<file path="src/rtl/md5_hash_engine_assert.svh">
// Assertion macros shared by the MD5 engine modules.
// No dependencies; included inside module bodies.
`ifndef MD5_HASH_ENGINE_ASSERT_SVH
`define MD5_HASH_ENGINE_ASSERT_SVH
// Implication checked at every clock edge outside reset.
`define MD5_ASSERT_IMPL(label, clk, rst, lhs, rhs) \
  label: assert property (@(posedge clk) disable iff (rst) (lhs) |-> (rhs)) \
    else $error("assertion failed");
// Implication whose consequent is checked in the cycle after the antecedent.
`define MD5_ASSERT_NEXT(label, clk, rst, lhs, rhs) \
  label: assert property (@(posedge clk) disable iff (rst) (lhs) |=> (rhs)) \
    else $error("assertion failed");
`endif

</file>
<file path="src/rtl/md5_pkg.sv">
// Package for the MD5 engine: operation codes, states, round tables, commands.
// No dependencies.
`timescale 1ns / 1ps
package md5_pkg;
  localparam logic [1:0] OP_APPEND = 2'd0;
  localparam logic [1:0] OP_DIGEST = 2'd1;
  localparam logic [1:0] OP_CLEAR  = 2'd2;

  localparam logic [31:0] IV0 = 32'h67452301;
  localparam logic [31:0] IV1 = 32'hefcdab89;
  localparam logic [31:0] IV2 = 32'h98badcfe;
  localparam logic [31:0] IV3 = 32'h10325476;

  typedef enum logic [2:0] {
    ST_IDLE, ST_ROUNDS, ST_FOLD, ST_PAD_NEXT, ST_OUT
  } md5_state_t;

  // Command bits from the controller to the datapath.
  typedef struct packed {
    logic       clear;      // return to initial state
    logic       append;     // write one byte into the buffer
    logic       start;      // load working words from chaining or digest copy
    logic       from_copy;  // start from digest copy instead of chaining words
    logic       pad_mode;   // message words come through the pad mux
    logic       second;     // second padded block
    logic       round;      // run one round
    logic       fold_chain; // add working words into chaining words
    logic       fold_copy;  // add working words into digest copy
    logic       copy_init;  // digest copy takes the chaining words
  } md5_cmd_t;

  typedef struct packed {
    logic       last_round;
    logic       block_full;  // append completes a block
    logic       two_blocks;
  } md5_stat_t;

  function automatic logic [31:0] round_k(input logic [5:0] i);
    logic [31:0] k [64];
    k = '{32'hd76aa478, 32'he8c7b756, 32'h242070db, 32'hc1bdceee,
          32'hf57c0faf, 32'h4787c62a, 32'ha8304613, 32'hfd469501,
          32'h698098d8, 32'h8b44f7af, 32'hffff5bb1, 32'h895cd7be,
          32'h6b901122, 32'hfd987193, 32'ha679438e, 32'h49b40821,
          32'hf61e2562, 32'hc040b340, 32'h265e5a51, 32'he9b6c7aa,
          32'hd62f105d, 32'h02441453, 32'hd8a1e681, 32'he7d3fbc8,
          32'h21e1cde6, 32'hc33707d6, 32'hf4d50d87, 32'h455a14ed,
          32'ha9e3e905, 32'hfcefa3f8, 32'h676f02d9, 32'h8d2a4c8a,
          32'hfffa3942, 32'h8771f681, 32'h6d9d6122, 32'hfde5380c,
          32'ha4beea44, 32'h4bdecfa9, 32'hf6bb4b60, 32'hbebfbc70,
          32'h289b7ec6, 32'heaa127fa, 32'hd4ef3085, 32'h04881d05,
          32'hd9d4d039, 32'he6db99e5, 32'h1fa27cf8, 32'hc4ac5665,
          32'hf4292244, 32'h432aff97, 32'hab9423a7, 32'hfc93a039,
          32'h655b59c3, 32'h8f0ccc92, 32'hffeff47d, 32'h85845dd1,
          32'h6fa87e4f, 32'hfe2ce6e0, 32'ha3014314, 32'h4e0811a1,
          32'hf7537e82, 32'hbd3af235, 32'h2ad7d2bb, 32'heb86d391};
    return k[i];
  endfunction

  function automatic logic [4:0] round_s(input logic [5:0] i);
    logic [4:0] s [16];
    s = '{5'd7, 5'd12, 5'd17, 5'd22, 5'd5, 5'd9, 5'd14, 5'd20,
          5'd4, 5'd11, 5'd16, 5'd23, 5'd6, 5'd10, 5'd15, 5'd21};
    return s[{i[5:4], i[1:0]}];
  endfunction

  // Message word index used by round i.
  function automatic logic [3:0] round_g(input logic [5:0] i);
    logic [3:0] g;
    case (i[5:4])
      2'd0: g = i[3:0];
      2'd1: g = 4'(5 * i[3:0] + 1);
      2'd2: g = 4'(3 * i[3:0] + 5);
      default: g = 4'(7 * i[3:0]);
    endcase
    return g;
  endfunction
endpackage

</file>
<file path="src/rtl/md5_ctrl.sv">
// Controller state machine of the MD5 engine.
// Depends on md5_pkg and md5_hash_engine_assert.svh.
`timescale 1ns / 1ps
module md5_ctrl (
  input  logic             clk,
  input  logic             rst,
  input  logic             in_valid,
  output logic             in_ready,
  input  logic [1:0]       in_op,
  output logic             out_valid,
  input  logic             out_ready,
  input  md5_pkg::md5_stat_t stat,
  output md5_pkg::md5_cmd_t  cmd
);
  import md5_pkg::*;
  `include "md5_hash_engine_assert.svh"

  md5_state_t state, state_next;
  logic       digest_job, digest_job_next;  // current compression is for a digest
  logic       second, second_next;
  logic       acc;

  assign acc = in_valid && in_ready;

  always_ff @(posedge clk) begin
    if (rst) begin
      state <= ST_IDLE;
      digest_job <= 1'b0;
      second <= 1'b0;
    end else begin
      state <= state_next;
      digest_job <= digest_job_next;
      second <= second_next;
    end
  end

  always_comb begin
    state_next = state;
    digest_job_next = digest_job;
    second_next = second;
    case (state)
      ST_IDLE: begin
        if (acc && in_op == OP_APPEND && stat.block_full) begin
          state_next = ST_ROUNDS;
          digest_job_next = 1'b0;
          second_next = 1'b0;
        end else if (acc && in_op == OP_DIGEST) begin
          state_next = ST_ROUNDS;
          digest_job_next = 1'b1;
          second_next = 1'b0;
        end
      end
      ST_ROUNDS: if (stat.last_round) state_next = ST_FOLD;
      ST_FOLD: begin
        if (!digest_job) state_next = ST_IDLE;
        else if (stat.two_blocks && !second) state_next = ST_PAD_NEXT;
        else state_next = ST_OUT;
      end
      ST_PAD_NEXT: begin
        state_next = ST_ROUNDS;
        second_next = 1'b1;
      end
      ST_OUT: if (out_ready) state_next = ST_IDLE;
      default: state_next = ST_IDLE;
    endcase
  end

  always_comb begin
    cmd = '0;
    in_ready = (state == ST_IDLE);
    out_valid = (state == ST_OUT);
    cmd.second = second;
    cmd.pad_mode = digest_job;
    case (state)
      ST_IDLE: begin
        cmd.clear = acc && in_op == OP_CLEAR;
        cmd.append = acc && in_op == OP_APPEND;
        cmd.start = acc && ((in_op == OP_APPEND && stat.block_full) || in_op == OP_DIGEST);
        cmd.copy_init = acc && in_op == OP_DIGEST;
        cmd.second = 1'b0;
        cmd.pad_mode = acc && in_op == OP_DIGEST;
      end
      ST_ROUNDS: cmd.round = 1'b1;
      ST_FOLD: begin
        cmd.fold_chain = !digest_job;
        cmd.fold_copy = digest_job;
      end
      ST_PAD_NEXT: begin
        cmd.start = 1'b1;
        cmd.from_copy = 1'b1;
        cmd.second = 1'b1;
      end
      default: ;
    endcase
  end

  `MD5_ASSERT_IMPL(a_out_only_digest, clk, rst, out_valid, digest_job)
  `MD5_ASSERT_NEXT(a_out_holds, clk, rst, out_valid && !out_ready, out_valid)
  `MD5_ASSERT_IMPL(a_no_input_busy, clk, rst, state != ST_IDLE, !in_ready)
endmodule

</file>
<file path="config.mk">
export PLATFORM = sky130hd
export DESIGN_NAME = md5_ctrl
export DESIGN_NICKNAME = d
export VERILOG_FILES = /design/src/rtl/md5_pkg.sv /design/src/rtl/md5_ctrl.sv
export VERILOG_INCLUDE_DIRS = /design/src /design/src/rtl
export SDC_FILE = /design/constraint.sdc
export NUM_CORES = 1
export LEC_CHECK = 0
export ABC_AREA = 1
export BUFFER_PORTS_ARGS = -buffer_cell sky130_fd_sc_hd__clkbuf_2
export CAP_MARGIN = 20
export CORE_AREA = 5 5 42 44
export CTS_CLUSTER_SIZE = 12
export DETAILED_ROUTE_END_ITERATION = 6
export DIE_AREA = 0 0 47 49
export SYNTH_ARGS = -nofsm -noshare
export SYNTH_HDL_FRONTEND = slang
export SYNTH_SLANG_ARGS = --single-unit
export TNS_END_PERCENT = 20
</file>
<file path="constraint.sdc">
create_clock -name clk -period 1.1 [get_ports clk]
set_input_delay 0.055 -clock clk [delete_from_list [all_inputs] [get_ports clk]]
set_output_delay 0.055 -clock clk [all_outputs]
set_load 0.005 [all_outputs]
</file>
# Yosys cells after proc, flatten, opt, wreduce, memory -nomap -nowiden
# Cells that the tools add are included.
# classes
eq_ne,9
n_mux,20
n_reduce_logical,18
# op_table
cell,count
$mux 3,6
$pmux 3 s5,1
$logic_and 1x1->1,8
$mux 1,8
$eq 3x2->1 const B,2
$pmux 1 s2,3
$mux 2,2
$reduce_and 2->1,2
$reduce_bool 2->1,2
$eq 3x1->1 const B,1
$eq 3x3->1 const B,1
$logic_not 3->1,1
$ne 3x1->1 const B,1
$reduce_and 3->1,1
$eq 2x1->1 const B,1
$eq 2x2->1 const B,1
$logic_not 1->1,2
$logic_not 2->1,1
$ne 2x1->1 const B,1
$ne 2x2->1 const B,1
$logic_or 1x1->1,1
# word_totals
out_inout_bits,12
regBits,5
input_bits,9
elab_cells,50

# Longest topological paths before layout
# Gate-level depths: netlist of run 1.
# logic_depth
word_depth,6
mapped_depth,8
mapped_depth_nobuf,8

# Worst setup path after synthesis of run 1
# No wires, ideal clock.
# synth_timing
path_kind,reg2reg
from,reg state[0]
to,reg state[0]
path_buffers,0
t_required_ns,0.985
arrival_time_ns,0.862
stages_incl_launch_ff,7
synth_period_minus_slack_ns,0.977
setup_time_ns,0.115
path_slack_ns,0.123
path_cell_list,dfxtp_1 -> nor2_2 -> nand2_2 -> clkinv_4 -> o21ai_2 -> a21oi_1 -> nor2_1
# synth_via
elab_chain_len,6
elab_cells_between_ends,15
cone_classes,eq/ne (7); mux (2); reduce/logical (6)
# synth_lines
item,line_no,rtl
start: declaration,md5_ctrl.sv:18,"md5_state_t state, state_next;"
start signal: assignment,md5_ctrl.sv:31,state <= state_next;
$logic_not 3->1 *,md5_ctrl.sv:70,in_ready = (state == ST_IDLE);
net in_ready,md5_ctrl.sv:8,"output logic in_ready,"
$logic_and 1x1->1,md5_ctrl.sv:23,assign acc = in_valid && in_ready;
$logic_and 1x1->1 (2 in a row),md5_ctrl.sv:43,if (acc && in_op == OP_APPEND && stat.block_full) begin
$mux 3 or $ne 3x1->1 (tied branches),-,
$pmux 3 s5 or $reduce_and 3->1 (tied branches),-,
# The timed path passes the listed nets; every way through them passes the cells marked *.
# A chain may end at the register's enable or synchronous reset.

==> qor.yml, run 1 <==
status: "finished, violations left"
violations: "negative setup slack"
die_w_um: 47
yosys.area.top_type: "dfxtp_1"
grt_pass1_vias: 468
grtUsageMet1_pct: 12.8
final_core_util_pct: 43.3
io_pins: 21
synthFlopType: "dfxtp_1"
clockBufferDepth: 2
slew_viol_final: 0
cp_cell_sequence: "nor2_4 -> nand2_2 -> clkinv_4 -> nand4_1 -> o21ai_1 -> buf_2"
dr.pass1.iters: 4
synth_cell_type_count: 19
critPathLaunchType: "flip-flop"
grt-ovfl-total: 0
synthCells: 57
vdd_ir_drop_max_mv: 0.794
top_usage_layer: "met2"
totalWireLength_um: 1250
n_antenna_cell: 0
core_um2: 1400
cts.htree.levels: 1
antenna_found_initial: 0
vias: 479
die_y_um: 49
setup_viol: 12
area_growth_pct: 67.2
cp_data_arrival_time_ps: 1260
dieArea_um2: 2300
yosys-top-cells-area: "dfxtp_1, inv_1, nand3_1"
initial_utilization_pct: 25.9
dp_hpwl_um: 818
route.detailed.drc: 0
place_congestion: 0.726
crit_slowest_cell: "dfxtp_4"
skew_ps: 1.44
hold_violations: 0
clk_latency_ps: 250
grt_max_degree: 7
post-route-period-util_pct: 119
crit_buf_inv: 2
min_to: "digest_job$_SDFFE_PP0P_"
viasPerCell: 4.61
synth_async_sr_flop_share_pct: 0
r2r-start: "state[0]$_SDFFE_PP0P_"
drt.antenna.violating_nets: 0
cts-root-buf: "clkbuf_4"
ys_seq_area_share_pct: 27.6
power_density_nw_per_um2: 1380
rsz0062_at_grt: "yes"
synth_edf_count: 0
synth_commonest_cells: "inv_1, nand2_1, dfxtp_1, nand3_1, nor2_1"
p_total_uw: 835
critical_path.endpoint_type: "output port"
fmax_mhz: 763
worst_slack_ps: -211
drt_iter0_drc: 6
required_ps: 1040
port_buffers: 20
synth_area_per_cell_um2: 6.37
hold_buffers: 0
hold_path_class: "in2reg"
synth-seq-cells: 5
leakagePower_nw: 0.319
cts_sinks: 5
wl_per_cell_um: 12.0
synth_top_area_share_pct: 27.6
clk_pin_slew_worst_paths_ps: 50
syn_area_um2: 363
use_met3_pct: 3.32
r2r_end: "digest_job$_SDFFE_PP0P_"
grt_pass1_wl_um: 1930
crit_type: "reg2out"
final_nets: 98
synth_warnings: 0
use_met2_pct: 19.5
worst_pin_slew_ps: 395
n_fill_cell: 165
critPathTopFamily: "flip-flops"
cts_tree: "done"
hold-worst-slack_ps: 53.7
globalRouteTotalUtil_pct: 11.2
reg2reg_depth: 7
r2r_slack_ps: -110
yosysMostFrequentCell: "inv_1"
cp_slowest_stage_delay_ps: 360
post-route-min-period_ps: 1310
layout-drive-gt1-share_pct: 58.0
maxCapViolCount: 0
cts_buffers: 3
max_slew_margin_pct: 73.5
worstPathMaxFanout: 6
worstHoldStart: "rst"
synth_nets: 66
hold_path_depth: 2
cp.depth: 6
rows: 14
==> layout make-up <==
class / instances / area (µm²) / share of cell area, %
inverter: 12 / 50.0 / 8.25
multi-input combinational: 39 / 238 / 39.2
clock buffer: 4 / 26.3 / 4.33
timing repair buffer: 28 / 164 / 27.0
tap: 16 / 20.0 / 3.30
sequential: 5 / 109 / 17.9
==> cells by family (layout without fill, tap and decap cells) <==
group | count (synthesis) | in the layout | synth area share (%)
AO/OA/AOI/OAI | 11 | 11 | 16.2
AND/OR/NAND/NOR | 28 | 28 | 40.3
flip-flops | 5 | 5 | 27.6
buffers and inverters | 13 | 44 | 15.9
==> per-layer routing <==
metal / wire length, µm / part of all wire (%) / vias to the layer above
met5: 0 / 0 / -
met4: 14 / 1.1 / 0
met3: 63 / 5.0 / 2
met2: 721 / 58 / 12
met1: 452 / 36 / 220
li1: - / - / 245
==> layout by cell type (no fill, tap or decap) <==
cell / n
o21ai_0: 1
a21oi_1: 3
dfxtp_1: 2
a21oi_2: 1
buf_6: 1
inv_2: 3
nand2_1: 6
dfxtp_4: 2
nor3_2: 4
nor2_2: 2
nand3b_1: 1
nor2_4: 1
buf_4: 7
nor2_1: 5
clkbuf_2: 18
nand2_4: 1
nand3_1: 4
buf_2: 2
o21ai_2: 2
nand3_2: 1
clkinv_4: 1
o21ai_1: 4
clkbuf_4: 3
inv_1: 8
nand2_2: 1
nor3_1: 1
clkbuf_1: 1
dfxtp_2: 1
nand4_1: 1
==> timing repair <==
action / 4_1_cts / 5_1_grt
buffers inserted: 6 / 1
setup endpoints to repair: 9 / 14
gates cloned: 0 / 0
resized for setup: 11 / 5
pin swaps: 3 / 2
==> worst max-delay path by stage <==
| stage | start | to | slack [ps] |
|---|---|---|---|
| floorplan | state[0]$_SDFFE_PP0P_ | state[0]$_SDFFE_PP0P_ | 120 |
| global placement | state[0]$_SDFFE_PP0P_ | state[0]$_SDFFE_PP0P_ | 60 |
| detailed placement | state[0]$_SDFFE_PP0P_ | state[0]$_SDFFE_PP0P_ | 20 |
| CTS | state[1]$_SDFFE_PP0P_ | cmd[5] | -160 |
| global route | state[0]$_SDFFE_PP0P_ | cmd[5] | -250 |
| finish | state[0]$_SDFFE_PP0P_ | cmd[5] | -210 |
==> per-stage QoR <==
step | instance area [µm²] | TNS, ps | worst slack, ps | instances
6_report | 607 | -1200 | -211 | 104
5_1_grt | 607 | -2050 | -254 | 104
4_1_cts | 586 | -938 | -164 | 103
3_5_place_dp | 483 | 0 | 15.8 | 93
3_3_place_gp | 483 | 0 | 64.9 | 93
2_1_floorplan | 363 | 0 | 123 | 57
==> power by group <==
| part | internal [mW] | switching [mW] | leakage (nW) |
|---|---|---|---|
| Combinational | 0.183 | 0.201 | 0.262 |
| Sequential | 0.204 | 0.0264 | 0.0426 |
| Clock | 0.138 | 0.0827 | 0.0150 |
==> flip-flops by register name (all words and copies together), names as in the netlist <==
name / count
digest_job: 1
state: 3
second: 1
Power figures use the tool's default switching activity.
==> inputs of run 2 (changes only) <==
- clock period: 1.1 -> 1.2 ns (I/O delays scaled with it)
==> run 2 against run 1 <==
Compared with the run above:
- the flow still finishes with violations (negative setup slack)
- first-iteration DRC count down 67%
- non-clock buffer count down 3
- total power down 11%
- setup slack better by 120 ps
- clock skew about the same
- highest routed layer unchanged
==> qor.yml, run 2 (synthesis results as in run 1) <==
viasPerCell: 4.42
clk_latency_ps: 240
worst_slack_ps: -95.0
rows: 14
dieArea_um2: 2300
worst_pin_slew_ps: 372
final_core_util_pct: 42.1
hold_path_class: "in2reg"
fmax_mhz: 772
final_area_um2: 589
globalRouteTotalUtil_pct: 10.6
place_congestion: 0.698
largest_reg_flops: 3
vias: 446
critPathLaunchType: "flip-flop"
drt.antenna.violating_nets: 0
status: "finished, violations left"
io_pins: 21
maxCapViolCount: 0
clk_pin_slew_worst_paths_ps: 50
power_density_nw_per_um2: 1260
grt_pass1_vias: 436
crit_type: "reg2out"
grt_max_degree: 7
cts.htree.levels: 1
violations: "negative setup slack"
core_um2: 1400
place_area_um2: 475
reg_top3: "state x3, digest_job x1, second x1"
hold_violations: 0
vdd_ir_drop_max_mv: 0.574
max_slew_margin_pct: 75.0
post-route-period-util_pct: 108
grt_pass1_wl_um: 1800
worstPathMaxFanout: 6
cts_buffers: 3
antenna_found_initial: 0
cts-root-buf: "clkbuf_4"
final_nets: 95
grt-ovfl-total: 0
die_y_um: 49
die_w_um: 47
route.detailed.drc: 0
dr.pass1.iters: 2
cp_cell_sequence: "nor2_4 -> nand2_4 -> clkinv_4 -> nand4_1 -> o21ai_1 -> buf_2"
cp_slowest_stage_delay_ps: 360
area_growth_pct: 62.4
wl_per_cell_um: 10.8
rsz0062_at_grt: "yes"
n_antenna_cell: 0
final_common_cell: "clkbuf_2"
leakagePower_nw: 0.305
crit_slowest_cell: "dfxtp_4"
port_buffers: 20
cts_tree: "done"
clockBufferDepth: 2
drt_iter0_drc: 2
layout-drive-gt1-share_pct: 54.1
critical_path.endpoint_type: "output port"
final_cell_mix: "clkbuf_2, inv_1, nand2_1"
cp_data_arrival_time_ps: 1230
p_total_uw: 740
skew_ps: 0.989
top_register: "state"
totalWireLength_um: 1090
setup_viol: 6
cts_sinks: 5
dp_hpwl_um: 792
initial_utilization_pct: 25.9
post-route-min-period_ps: 1290
required_ps: 1140
slew_viol_final: 0
==> run 2: cell count changes in the layout (fill, tap and decap cells not counted), sizes merged <==
| cell | before | now |
|---|---|---|
| clkbuf | 22 | 21 |
| buf | 10 | 8 |
==> run 2: worst paths after layout <==
| kind | start | endpoint | slack, ps | depth (start not counted) |
|---|---|---|---|---|
| max | state[0]$_SDFFE_PP0P_ | cmd[5] | -90 | 6 |
| min reg2reg | second$_SDFFE_PP0P_ | second$_SDFFE_PP0P_ | 490 | 2 |
| min | rst | digest_job$_SDFFE_PP0P_ | 50 | 2 |
| max reg2reg | state[0]$_SDFFE_PP0P_ | digest_job$_SDFFE_PP0P_ | 20 | 7 |
==> run 2: layer usage <==
layer	share of wire [%]	global-route usage, %
met1	42	13.0
met2	50	15.6
met3	7.3	6.27
met4	0.83	2.76
met5	0	0
==> run 2: stage by stage <==
| stage | hold slack, ps | TNS [ps] | setup WS, ps | instances |
|---|---|---|---|---|
| floorplan | 129 | 0 | 223 | 57 |
| finish | 53.9 | -366 | -95.0 | 101 |
| global placement | 316 | 0 | 89.8 | 92 |
| CTS | 44.0 | -327 | -94.6 | 100 |
| global route | 50.2 | -1030 | -156 | 101 |
| detailed placement | 310 | 0 | 99.5 | 92 |
==> run 2: worst max-delay path, delay by kind of cell, from the launching register on <==
kind,cells,cell delay [ps]
simple gates,3,310
flops,1,360
compound gates,1,110
buf+inv,2,200
==> run 2: area by class of cell <==
cell class,count,area [µm²]
fillers,163,812
multi-input cells,39,244
repair buffers,25,141
flip-flops and latches,5,108
inverters,12,50.0
clock buffers,4,26.3
well taps,16,20.0
==> run 2: power breakdown <==
| group | switching [mW] | internal [mW] |
|---|---|---|
| combinational | 0.183 | 0.145 |
| sequential | 0.0231 | 0.187 |
| clock | 0.0759 | 0.126 |
| total | 0.282 | 0.459 |
==> run 2: timing repair <==
action / in CTS / in global routing
setup endpoints to repair: 6 / 12
gates resized for setup: 9 / 8
cloned: 0 / 0
pin swaps: 1 / 2
hold buffers: 0 / 0
setup buffers: 4 / 1
endpoints found under the hold margin: 0 / 0
