<file path="config.mk">
export PLATFORM = sky130hd
export DESIGN_NAME = md5_datapath
export DESIGN_NICKNAME = d
export VERILOG_FILES = /design/src/rtl/md5_pkg.sv /design/src/rtl/md5_datapath.sv
export VERILOG_INCLUDE_DIRS = /design/src /design/src/rtl
export SDC_FILE = /design/constraint.sdc
export NUM_CORES = 2
export LEC_CHECK = 0
export BUFFER_PORTS_ARGS = -buffer_cell sky130_fd_sc_hd__buf_2
export CAP_MARGIN = 15
export CORE_MARGIN = 4
export CORE_UTILIZATION = 41
export CTS_BUF_LIST = sky130_fd_sc_hd__clkbuf_2
export DETAILED_ROUTE_END_ITERATION = 7
export HOLD_SLACK_MARGIN = 0.15
export PLACE_DENSITY = 0.6
export SYNTH_ARGS = -nofsm -noshare
export SYNTH_HDL_FRONTEND = slang
export SYNTH_SLANG_ARGS = --single-unit
</file>
<file path="constraint.sdc">
create_clock -name clk -period 26.3 [get_ports clk]
set_clock_uncertainty 0.15 [all_clocks]
set_input_delay 3.945 -clock clk [delete_from_list [all_inputs] [get_ports clk]]
set_output_delay 3.945 -clock clk [all_outputs]
set_load 0.05 [all_outputs]
</file>
<file path="src/rtl/md5_hash_engine_assert.svh">
// Assertion macros shared by the MD5 engine modules.
// No dependencies; included inside module bodies.
`ifndef MD5_HASH_ENGINE_ASSERT_SVH
`define MD5_HASH_ENGINE_ASSERT_SVH
// Implication checked at every clock edge outside reset.
`define MD5_ASSERT_IMPL(label, clk, rst, lhs, rhs) \
  label: assert property (@(posedge clk) disable iff (rst) (lhs) |-> (rhs)) \
    else $error("assertion failed");
// Implication whose consequent is checked in the cycle after the antecedent.
`define MD5_ASSERT_NEXT(label, clk, rst, lhs, rhs) \
  label: assert property (@(posedge clk) disable iff (rst) (lhs) |=> (rhs)) \
    else $error("assertion failed");
`endif

</file>
<file path="src/rtl/md5_pkg.sv">
// Package for the MD5 engine: operation codes, states, round tables, commands.
// No dependencies.
`timescale 1ns / 1ps
package md5_pkg;
  localparam logic [1:0] OP_APPEND = 2'd0;
  localparam logic [1:0] OP_DIGEST = 2'd1;
  localparam logic [1:0] OP_CLEAR  = 2'd2;

  localparam logic [31:0] IV0 = 32'h67452301;
  localparam logic [31:0] IV1 = 32'hefcdab89;
  localparam logic [31:0] IV2 = 32'h98badcfe;
  localparam logic [31:0] IV3 = 32'h10325476;

  typedef enum logic [2:0] {
    ST_IDLE, ST_ROUNDS, ST_FOLD, ST_PAD_NEXT, ST_OUT
  } md5_state_t;

  // Command bits from the controller to the datapath.
  typedef struct packed {
    logic       clear;      // return to initial state
    logic       append;     // write one byte into the buffer
    logic       start;      // load working words from chaining or digest copy
    logic       from_copy;  // start from digest copy instead of chaining words
    logic       pad_mode;   // message words come through the pad mux
    logic       second;     // second padded block
    logic       round;      // run one round
    logic       fold_chain; // add working words into chaining words
    logic       fold_copy;  // add working words into digest copy
    logic       copy_init;  // digest copy takes the chaining words
  } md5_cmd_t;

  typedef struct packed {
    logic       last_round;
    logic       block_full;  // append completes a block
    logic       two_blocks;
  } md5_stat_t;

  function automatic logic [31:0] round_k(input logic [5:0] i);
    logic [31:0] k [64];
    k = '{32'hd76aa478, 32'he8c7b756, 32'h242070db, 32'hc1bdceee,
          32'hf57c0faf, 32'h4787c62a, 32'ha8304613, 32'hfd469501,
          32'h698098d8, 32'h8b44f7af, 32'hffff5bb1, 32'h895cd7be,
          32'h6b901122, 32'hfd987193, 32'ha679438e, 32'h49b40821,
          32'hf61e2562, 32'hc040b340, 32'h265e5a51, 32'he9b6c7aa,
          32'hd62f105d, 32'h02441453, 32'hd8a1e681, 32'he7d3fbc8,
          32'h21e1cde6, 32'hc33707d6, 32'hf4d50d87, 32'h455a14ed,
          32'ha9e3e905, 32'hfcefa3f8, 32'h676f02d9, 32'h8d2a4c8a,
          32'hfffa3942, 32'h8771f681, 32'h6d9d6122, 32'hfde5380c,
          32'ha4beea44, 32'h4bdecfa9, 32'hf6bb4b60, 32'hbebfbc70,
          32'h289b7ec6, 32'heaa127fa, 32'hd4ef3085, 32'h04881d05,
          32'hd9d4d039, 32'he6db99e5, 32'h1fa27cf8, 32'hc4ac5665,
          32'hf4292244, 32'h432aff97, 32'hab9423a7, 32'hfc93a039,
          32'h655b59c3, 32'h8f0ccc92, 32'hffeff47d, 32'h85845dd1,
          32'h6fa87e4f, 32'hfe2ce6e0, 32'ha3014314, 32'h4e0811a1,
          32'hf7537e82, 32'hbd3af235, 32'h2ad7d2bb, 32'heb86d391};
    return k[i];
  endfunction

  function automatic logic [4:0] round_s(input logic [5:0] i);
    logic [4:0] s [16];
    s = '{5'd7, 5'd12, 5'd17, 5'd22, 5'd5, 5'd9, 5'd14, 5'd20,
          5'd4, 5'd11, 5'd16, 5'd23, 5'd6, 5'd10, 5'd15, 5'd21};
    return s[{i[5:4], i[1:0]}];
  endfunction

  // Message word index used by round i.
  function automatic logic [3:0] round_g(input logic [5:0] i);
    logic [3:0] g;
    case (i[5:4])
      2'd0: g = i[3:0];
      2'd1: g = 4'(5 * i[3:0] + 1);
      2'd2: g = 4'(3 * i[3:0] + 5);
      default: g = 4'(7 * i[3:0]);
    endcase
    return g;
  endfunction
endpackage

</file>
<file path="src/rtl/md5_datapath.sv">
// Datapath of the MD5 engine: block buffer, counters, round unit, chaining words.
// Depends on md5_pkg and md5_hash_engine_assert.svh.
`timescale 1ns / 1ps
module md5_datapath (
  input  logic               clk,
  input  logic               rst,
  input  logic [7:0]         in_byte,
  input  md5_pkg::md5_cmd_t  cmd,
  output md5_pkg::md5_stat_t stat,
  output logic [63:0]        digest_low,
  output logic [63:0]        digest_high
);
  import md5_pkg::*;
  `include "md5_hash_engine_assert.svh"

  logic [31:0] buffer [16];   // message words, byte 0 of a word in bits 7:0
  logic [5:0]  fill;
  logic [60:0] done_count;
  logic [31:0] chain [4];
  logic [31:0] copy [4];
  logic [31:0] a, b, c, d;
  logic [5:0]  rnd;
  logic [31:0] word;
  logic [3:0]  g;
  logic [63:0] bits;
  logic [31:0] f, sum, rot;
  logic [4:0]  s;
  logic [5:0]  wbase;
  logic [3:0]  g_now;

  // Registered read of the buffer word that the next round needs.
  logic [31:0] rd;

  assign stat.block_full = (fill == 6'd63);
  assign stat.two_blocks = (fill >= 6'd56);
  assign stat.last_round = (rnd == 6'd63);
  assign bits = {done_count + 61'(fill), 3'b000};

  // Padded byte at a position of the current block.
  function automatic logic [7:0] pad_byte(input logic [6:0] pos, input logic [7:0] bufv,
                                          input logic [5:0] fl, input logic [63:0] bl,
                                          input logic [7:0] total);
    logic [7:0] r;
    logic [2:0] idx;
    r = 8'h00;
    idx = 3'({1'b0, pos} - (total - 8'd8));
    if (pos < {1'b0, fl}) r = bufv;
    else if (pos == {1'b0, fl}) r = 8'h80;
    else if ({1'b0, pos} >= total - 8'd8) r = bl[8 * idx +: 8];
    return r;
  endfunction

  assign g = (cmd.start) ? 4'd0 : round_g(rnd + 6'd1);

  // Round counter steps through 0..63; word for round rnd is prefetched.
  always_ff @(posedge clk) begin
    rd <= buffer[g];
  end

  always_ff @(posedge clk) g_now <= g;
  assign wbase = {g_now, 2'b00};

  always_comb begin
    logic [7:0] total;
    logic [6:0] base;
    total = stat.two_blocks ? 8'd128 : 8'd64;
    base = {cmd.second, wbase};
    for (int j = 0; j < 4; j++) begin
      word[8*j +: 8] = cmd.pad_mode ?
        pad_byte(base + 7'(j), rd[8*j +: 8], fill, bits, total) : rd[8*j +: 8];
    end
  end

  assign s = round_s(rnd);
  always_comb begin
    case (rnd[5:4])
      2'd0: f = d ^ (b & (c ^ d));
      2'd1: f = c ^ (d & (b ^ c));
      2'd2: f = b ^ c ^ d;
      default: f = c ^ (b | ~d);
    endcase
    sum = a + f + word + round_k(rnd);
    rot = (s == 5'd0) ? sum : ((sum << s) | (sum >> (6'd32 - {1'b0, s})));
  end

  always_ff @(posedge clk) begin
    if (cmd.append) buffer[fill[5:2]][8*fill[1:0] +: 8] <= in_byte;
  end

  always_ff @(posedge clk) begin
    if (rst || cmd.clear) begin
      fill <= '0;
      done_count <= '0;
      chain[0] <= IV0; chain[1] <= IV1; chain[2] <= IV2; chain[3] <= IV3;
      rnd <= '0;
    end else begin
      if (cmd.append) begin
        fill <= fill + 6'd1;
        if (stat.block_full) done_count <= done_count + 61'd64;
      end
      if (cmd.start) rnd <= '0;
      else if (cmd.round) rnd <= rnd + 6'd1;
      if (cmd.fold_chain) begin
        chain[0] <= chain[0] + a; chain[1] <= chain[1] + b;
        chain[2] <= chain[2] + c; chain[3] <= chain[3] + d;
      end
    end
  end

  always_ff @(posedge clk) begin
    if (cmd.copy_init) for (int j = 0; j < 4; j++) copy[j] <= chain[j];
    if (cmd.fold_copy) begin
      copy[0] <= copy[0] + a; copy[1] <= copy[1] + b;
      copy[2] <= copy[2] + c; copy[3] <= copy[3] + d;
    end
    if (cmd.start) begin
      if (cmd.from_copy) begin
        a <= copy[0]; b <= copy[1]; c <= copy[2]; d <= copy[3];
      end else begin
        a <= chain[0]; b <= chain[1]; c <= chain[2]; d <= chain[3];
      end
    end else if (cmd.round) begin
      a <= d; d <= c; c <= b; b <= b + rot;
    end
  end

  assign digest_low = {copy[1], copy[0]};
  assign digest_high = {copy[3], copy[2]};

  `MD5_ASSERT_NEXT(a_block_wraps, clk, rst, cmd.append && stat.block_full, fill == 6'd0)
  `MD5_ASSERT_IMPL(a_no_mixed, clk, rst, cmd.round, !cmd.append && !cmd.start)
  `MD5_ASSERT_NEXT(a_round_steps, clk, rst, cmd.round && !stat.last_round,
                   rnd == $past(rnd) + 6'd1)
endmodule

</file>
After elaboration in Yosys (flattened, before gate mapping)
Memories as Yosys holds them, arrays and structs flattened. A register that Yosys moved wholly into a read port is not among the register bits.
Index checks and enable logic that the tools add are counted.
{"block": "totals", "memories": 5, "output_inout_bits": 131, "rom_bits": 2128, "mem_bits_rw": 768, "in_bits": 20, "ff_bits": 205, "word_cells": 157}
{"memory": "(name not given)", "depth": 64, "width": 32, "read_ports": 1, "rd_ports_with_merged_regs": 0, "write_ports": 0, "line_no": "md5_pkg.sv:56", "rtl": "return k[i];"}
{"memory": "buffer", "depth": 16, "width": 32, "read_ports": 1, "rd_ports_with_merged_regs": 1, "write_ports": 1, "line_no": "md5_datapath.sv:16", "rtl": "logic [31:0] buffer [16];"}
{"memory": "chain", "depth": 4, "width": 32, "read_ports": 4, "rd_ports_with_merged_regs": 0, "write_ports": 4, "line_no": "md5_datapath.sv:19", "rtl": "logic [31:0] chain [4];"}
{"memory": "copy", "depth": 4, "width": 32, "read_ports": 4, "rd_ports_with_merged_regs": 0, "write_ports": 4, "line_no": "md5_datapath.sv:20", "rtl": "logic [31:0] copy [4];"}
{"memory": "(name not given)", "depth": 16, "width": 5, "read_ports": 1, "rd_ports_with_merged_regs": 0, "write_ports": 0, "line_no": "md5_pkg.sv:63", "rtl": "return s[{i[5:4], i[1:0]}];"}
{"block": "op_classes", "order_cmp": 11, "bitwise": 21, "addsub": 28, "n_eq_ne": 10, "n_mux": 56, "n_reduce_logical": 7, "multipliers": 3, "n_shift": 8}
{"op": "$mux 32", "count": 24}
{"op": "$add 32x32->32", "count": 12}
{"op": "$shiftx 64x7->8", "count": 4}
{"op": "$xor 32x32->32", "count": 6}
{"op": "$mux 8", "count": 17}
{"op": "$pmux 32 s3", "count": 1}
{"op": "$and 32x32->32", "count": 2}
{"op": "$or 32x32->32", "count": 2}
{"op": "$add 61x6->61", "count": 1}
{"op": "$add 61x7->61 const B", "count": 1}
{"op": "$neg 5->34", "count": 1}
{"op": "$shift 8x34->32 const A", "count": 1}
{"op": "$shiftx 8x34->32", "count": 1}
{"op": "$ge 7x8->1", "count": 4}
{"op": "$not 32->32", "count": 1}
{"op": "$shl 32x5->32", "count": 1}
{"op": "$shr 32x6->32", "count": 1}
{"op": "$eq 7x6->1", "count": 4}
{"op": "$lt 7x6->1", "count": 4}
{"op": "$add 7x2->7 const B", "count": 2}
{"op": "$add 6x1->6 const B", "count": 2}
{"op": "$eq 6x6->1 const B", "count": 2}
{"op": "$pmux 4 s3", "count": 1}
{"op": "$sub 3x3->3", "count": 4}
{"op": "other kinds (24)", "count": 45}

Depth between registers and ports, before layout
{"block": "logic_depth", "ltp_word": 17, "mapped_depth": 41, "ltp_nobuf": 39}

Worst setup path before layout
OpenSTA, ideal clock, no wires.
{"block": "synth_path", "path_type": "input to register", "start": "in cmd[4] (netlist name)", "end": "reg b[30], data pin", "path_stages": 36, "n_path_buf": 1, "required_ps": 25885, "setup_slack_ps": 13956, "setup_ps": 265, "t_arrival_ps": 11929, "cell_sequence": "a211o_1 > o311ai_1 > clkbuf_1 > nor2_1 > a21oi_1 > fa_1 > fa_1 > inv_1 > ha_1 > fa_1 > a211oi_2 > o211ai_2 > nand4_2 > a21oi_4 > o2111ai_4 > a21oi_4 > a21oi_2 > xor2_2 > mux4_2 > o21ai_1 > o21ai_1 > o221ai_1 > ha_1 > fa_1 > a21o_1 > a21oi_1 > nor2b_1 > o2bb2ai_1 > o211ai_1 > a2bb2oi_1 > a31oi_1 > o221ai_1 > a221oi_1 > o21ai_1 > xnor2_1 > o21ai_1"}
{"block": "synth_between", "elab_chain_cells": 14, "elab_cells_between_ends": 40, "cone_classes": "add/sub: 6; order compare: 8; eq/ne: 4; shift: 2; mux: 19; bitwise: 1"}
{"item": "start: declaration", "line_no": "md5_datapath.sv:8", "rtl": "input md5_pkg::md5_cmd_t cmd,"}
{"item": "$add 7x1->7 or $add 7x2->7 (tied branches)", "line_no": "md5_datapath.sv:70", "rtl": "pad_byte(base + 7'(j), rd[8*j +: 8], fill, bits, total) : rd[8*j +: 8];"}
{"item": "$ge 7x8->1", "line_no": "md5_datapath.sv:49", "rtl": "else if ({1'b0, pos} >= total - 8'd8) r = bl[8 * idx +: 8];"}
{"item": "$mux 8", "line_no": "md5_datapath.sv:49"}
{"item": "$mux 8", "line_no": "md5_datapath.sv:48", "rtl": "else if (pos == {1'b0, fl}) r = 8'h80;"}
{"item": "$mux 8", "line_no": "md5_datapath.sv:47", "rtl": "if (pos < {1'b0, fl}) r = bufv;"}
{"item": "$mux 8", "line_no": "md5_datapath.sv:69", "rtl": "word[8*j +: 8] = cmd.pad_mode ?"}
{"item": "$add 32x32->32 * (2 in series)", "line_no": "md5_datapath.sv:82", "rtl": "sum = a + f + word + round_k(rnd);"}
{"item": "$shr 32x6->32 or $shl 32x5->32 (tied branches)", "line_no": "md5_datapath.sv:83", "rtl": "rot = (s == 5'd0) ? sum : ((sum << s) | (sum >> (6'd32 - {1'b0, s})));"}
{"item": "$or 32x32->32", "line_no": "md5_datapath.sv:83"}
{"item": "$mux 32 *", "line_no": "md5_datapath.sv:83"}
{"item": "$add 32x32->32 *", "line_no": "md5_datapath.sv:123", "rtl": "a <= d; d <= c; c <= b; b <= b + rot;"}
{"item": "$mux 32 *", "line_no": "md5_datapath.sv:122", "rtl": "end else if (cmd.round) begin"}
{"item": "$mux 32 *", "line_no": "md5_datapath.sv:116", "rtl": "if (cmd.start) begin"}
{"item": "end signal: assignment", "line_no": "md5_datapath.sv:118", "rtl": "a <= copy[0]; b <= copy[1]; c <= copy[2]; d <= copy[3];"}
{"item": "end signal: assignment", "line_no": "md5_datapath.sv:120", "rtl": "a <= chain[0]; b <= chain[1]; c <= chain[2]; d <= chain[3];"}
{"item": "end: declaration", "line_no": "md5_datapath.sv:21", "rtl": "logic [31:0] a, b, c, d;"}
Mark *: on every way between the ends. The rest lies on a longest branch, timed or not. The select of a mux whose other input is x is not followed.
A chain may end at the register's enable or synchronous reset.

Worst setup path after layout
Same ends and word-level chain as after synthesis.

==> impl_metrics.tcl <==
set metrics [dict create \
    path_clk_slew_ns 0.10 \
    core_um2 161000 \
    postCtsHoldBufs 0 \
    rows 147 \
    vias 57026 \
    fillers 15606 \
    drtAntennaViolNets 0 \
    period_share 0.462 \
    die_h_um 412 \
    tns_ns 0 \
    cp-start-kind "input port" \
    critical_path.max_fanout 17 \
    ctsHtreeMaxLevel 5 \
    cp-startpoint "cmd[4]" \
    run_status "finished, final reports clean" \
    critical_path_required_ns 27.58 \
    cts_buffer_depth 4 \
    routed_wl_um 238000 \
    synth_flop_cell "edfxtp_1" \
    synthToLayoutAreaGrowth_pct 7.63 \
    wire_per_inst_um 25.1 \
    critPathMaxStageDelay_ns 0.64 \
    vias_per_cell 6.00 \
    ctsResizeCount 0 \
    hp-start "done_count[59]" \
    dieArea_um2 170000 \
    synthesis.area_um2 66800 \
    syn-instance-count 6994 \
    cp-end-kind "flip-flop" \
    gp_congestion 1.00 \
    cts_setup_buffers 0 \
    max_freq_mhz 82.3 \
    worstMarginPinSlew_ns 1.35 \
    cts_tree "built" \
    start_util 0.414 \
    port_buffers 150 \
    ios 151 \
    hold_slack_ns 0.357 \
    crit_buf_inv 3 \
    hold_violations 0 \
    rsz0062_at_grt "false" \
    synth_cell_types 113 \
    drt_first_pass_iters 8 \
    asyncSetResetFlopFracSynth 0 \
    max_slew_margin 0.103 \
    final_cell_mix "961 x nand2_1, 896 x edfxtp_1, 627 x nor2_1" \
    insertion_delay_ns 1.85 \
    dpl.cell_count 9007 \
    critPathKind "input port to flip-flop" \
    grt_max_degree 104 \
    fin_crit_ns 12.15 \
    die_w_um 412 \
    grt_pass1_vias 53859 \
    hp-class "flip-flop to flip-flop" \
    grt.total_usage 0.272 \
    drive_gt1_frac 0.125 \
    grt_remaining_overflow 0 \
    antenna_found_initial 15 \
    drc 0 \
    crit_arrival_ns 13.44 \
    dp_hpwl_um 170000 \
    cp_slowest_cell "o21ai_0" \
    final_common_cell "nand2_1" \
    avgSynthCellArea_um2 9.56 \
    first_iter_violations 6558 \
    place_area_um2 69600 \
    layout.nets 7598 \
    postLayoutCellArea_um2 71900 \
    stdcell_count 9497 \
    drv_cap 0 \
    clock-sinks 999 \
    yosysSeqAreaShare 0.433 \
    worstReg2RegStart "rnd[4]" \
    yosys_warnings 0 \
    setup-violations-final 0 \
    critical_path.top_delay_family "compound AO/OA/AOI/OAI gates" \
    synth_enable_flop_cells 896 \
    ys_seq_elements 999 \
    synth_nets 7449 \
    grt_first_pass_wirelength_um 349000 \
    slew_violations 0 \
    cts_root_buf "clkbuf_2" \
    numCtsBuffers 293 \
]
sequential cells by signal, indices dropped and copies added (netlist names), 6 cells and up:
signal      cells
copy          128
d              32
rd             32
fill            6
done_count     55
chain         128
b              32
c              32
rnd             6
a              32
buffer        512
cell type report:
type,instances,area (um^2),area share
diodes,14,35.0,0.000487
clock buffers,422,2110,0.0294
clock inverters,53,241,0.00336
inverters,234,887,0.0123
multi-input cells,5385,35600,0.495
flip-flops and latches,999,29000,0.403
well taps,2160,2700,0.0376
repair buffers,230,1380,0.0191
final timing paths:
check	endpoint	slack, ns	cells after the start
setup / recovery	b[30]	14.15	35
hold / removal	done_count[59]	0.36	2
setup reg to reg	b[30]	15.13	34
hold reg to reg	done_count[59]	0.36	2
Yosys cell counts (103+ instances only):
master / n / share of area
ha_1: 358 / 0.067
mux2_2: 107 / 0.018
nor3_1: 107 / 0.0080
o21ai_0: 331 / 0.025
clkbuf_1: 274 / 0.015
o211ai_1: 105 / 0.012
a21oi_1: 541 / 0.041
nor2_1: 627 / 0.035
nand2_1: 962 / 0.054
mux2i_1: 211 / 0.032
xnor2_1: 232 / 0.030
edfxtp_1: 896 / 0.40
nand3_1: 389 / 0.029
xor2_1: 137 / 0.018
a21o_1: 128 / 0.014
dfxtp_1: 103 / 0.031
inv_1: 222 / 0.012
layer usage:
metal | vias to the layer above | global-route usage | routed length [um]
met1 | 27858 | 0.385 | 104000
met3 | 471 | 0.0568 | 21000
met4 | 0 | 0.102 | 9090
li1 | 26111 | - | -
met2 | 2586 | 0.410 | 104000
met5 | - | 0 | 0
logic make-up after synthesis:
logic type / share of synthesized area
fa+ha+maj: 0.0901
mux: 0.0564
buf+inv: 0.0356
xor+xnor: 0.0493
flops: 0.433
simple gates: 0.168
compound gates: 0.167
tightest hold or removal path: stages (launching register included):
cell and delay, ns:
dfxtp_1 0.34, o21ai_0 0.07, a21oi_1 0.06
stage by stage:
stage / setup WS, ns / util
after floorplan: 13.96 / -
after global placement: 12.30 / 0.431
after detailed placement: 12.22 / 0.431
after CTS: 14.08 / 0.446
after global routing: 13.42 / 0.446
final: 14.15 / 0.446
Power is left out: the tool's default activity adds up to more than one toggle a clock period on the data nets, which glitch-free logic cannot reach.
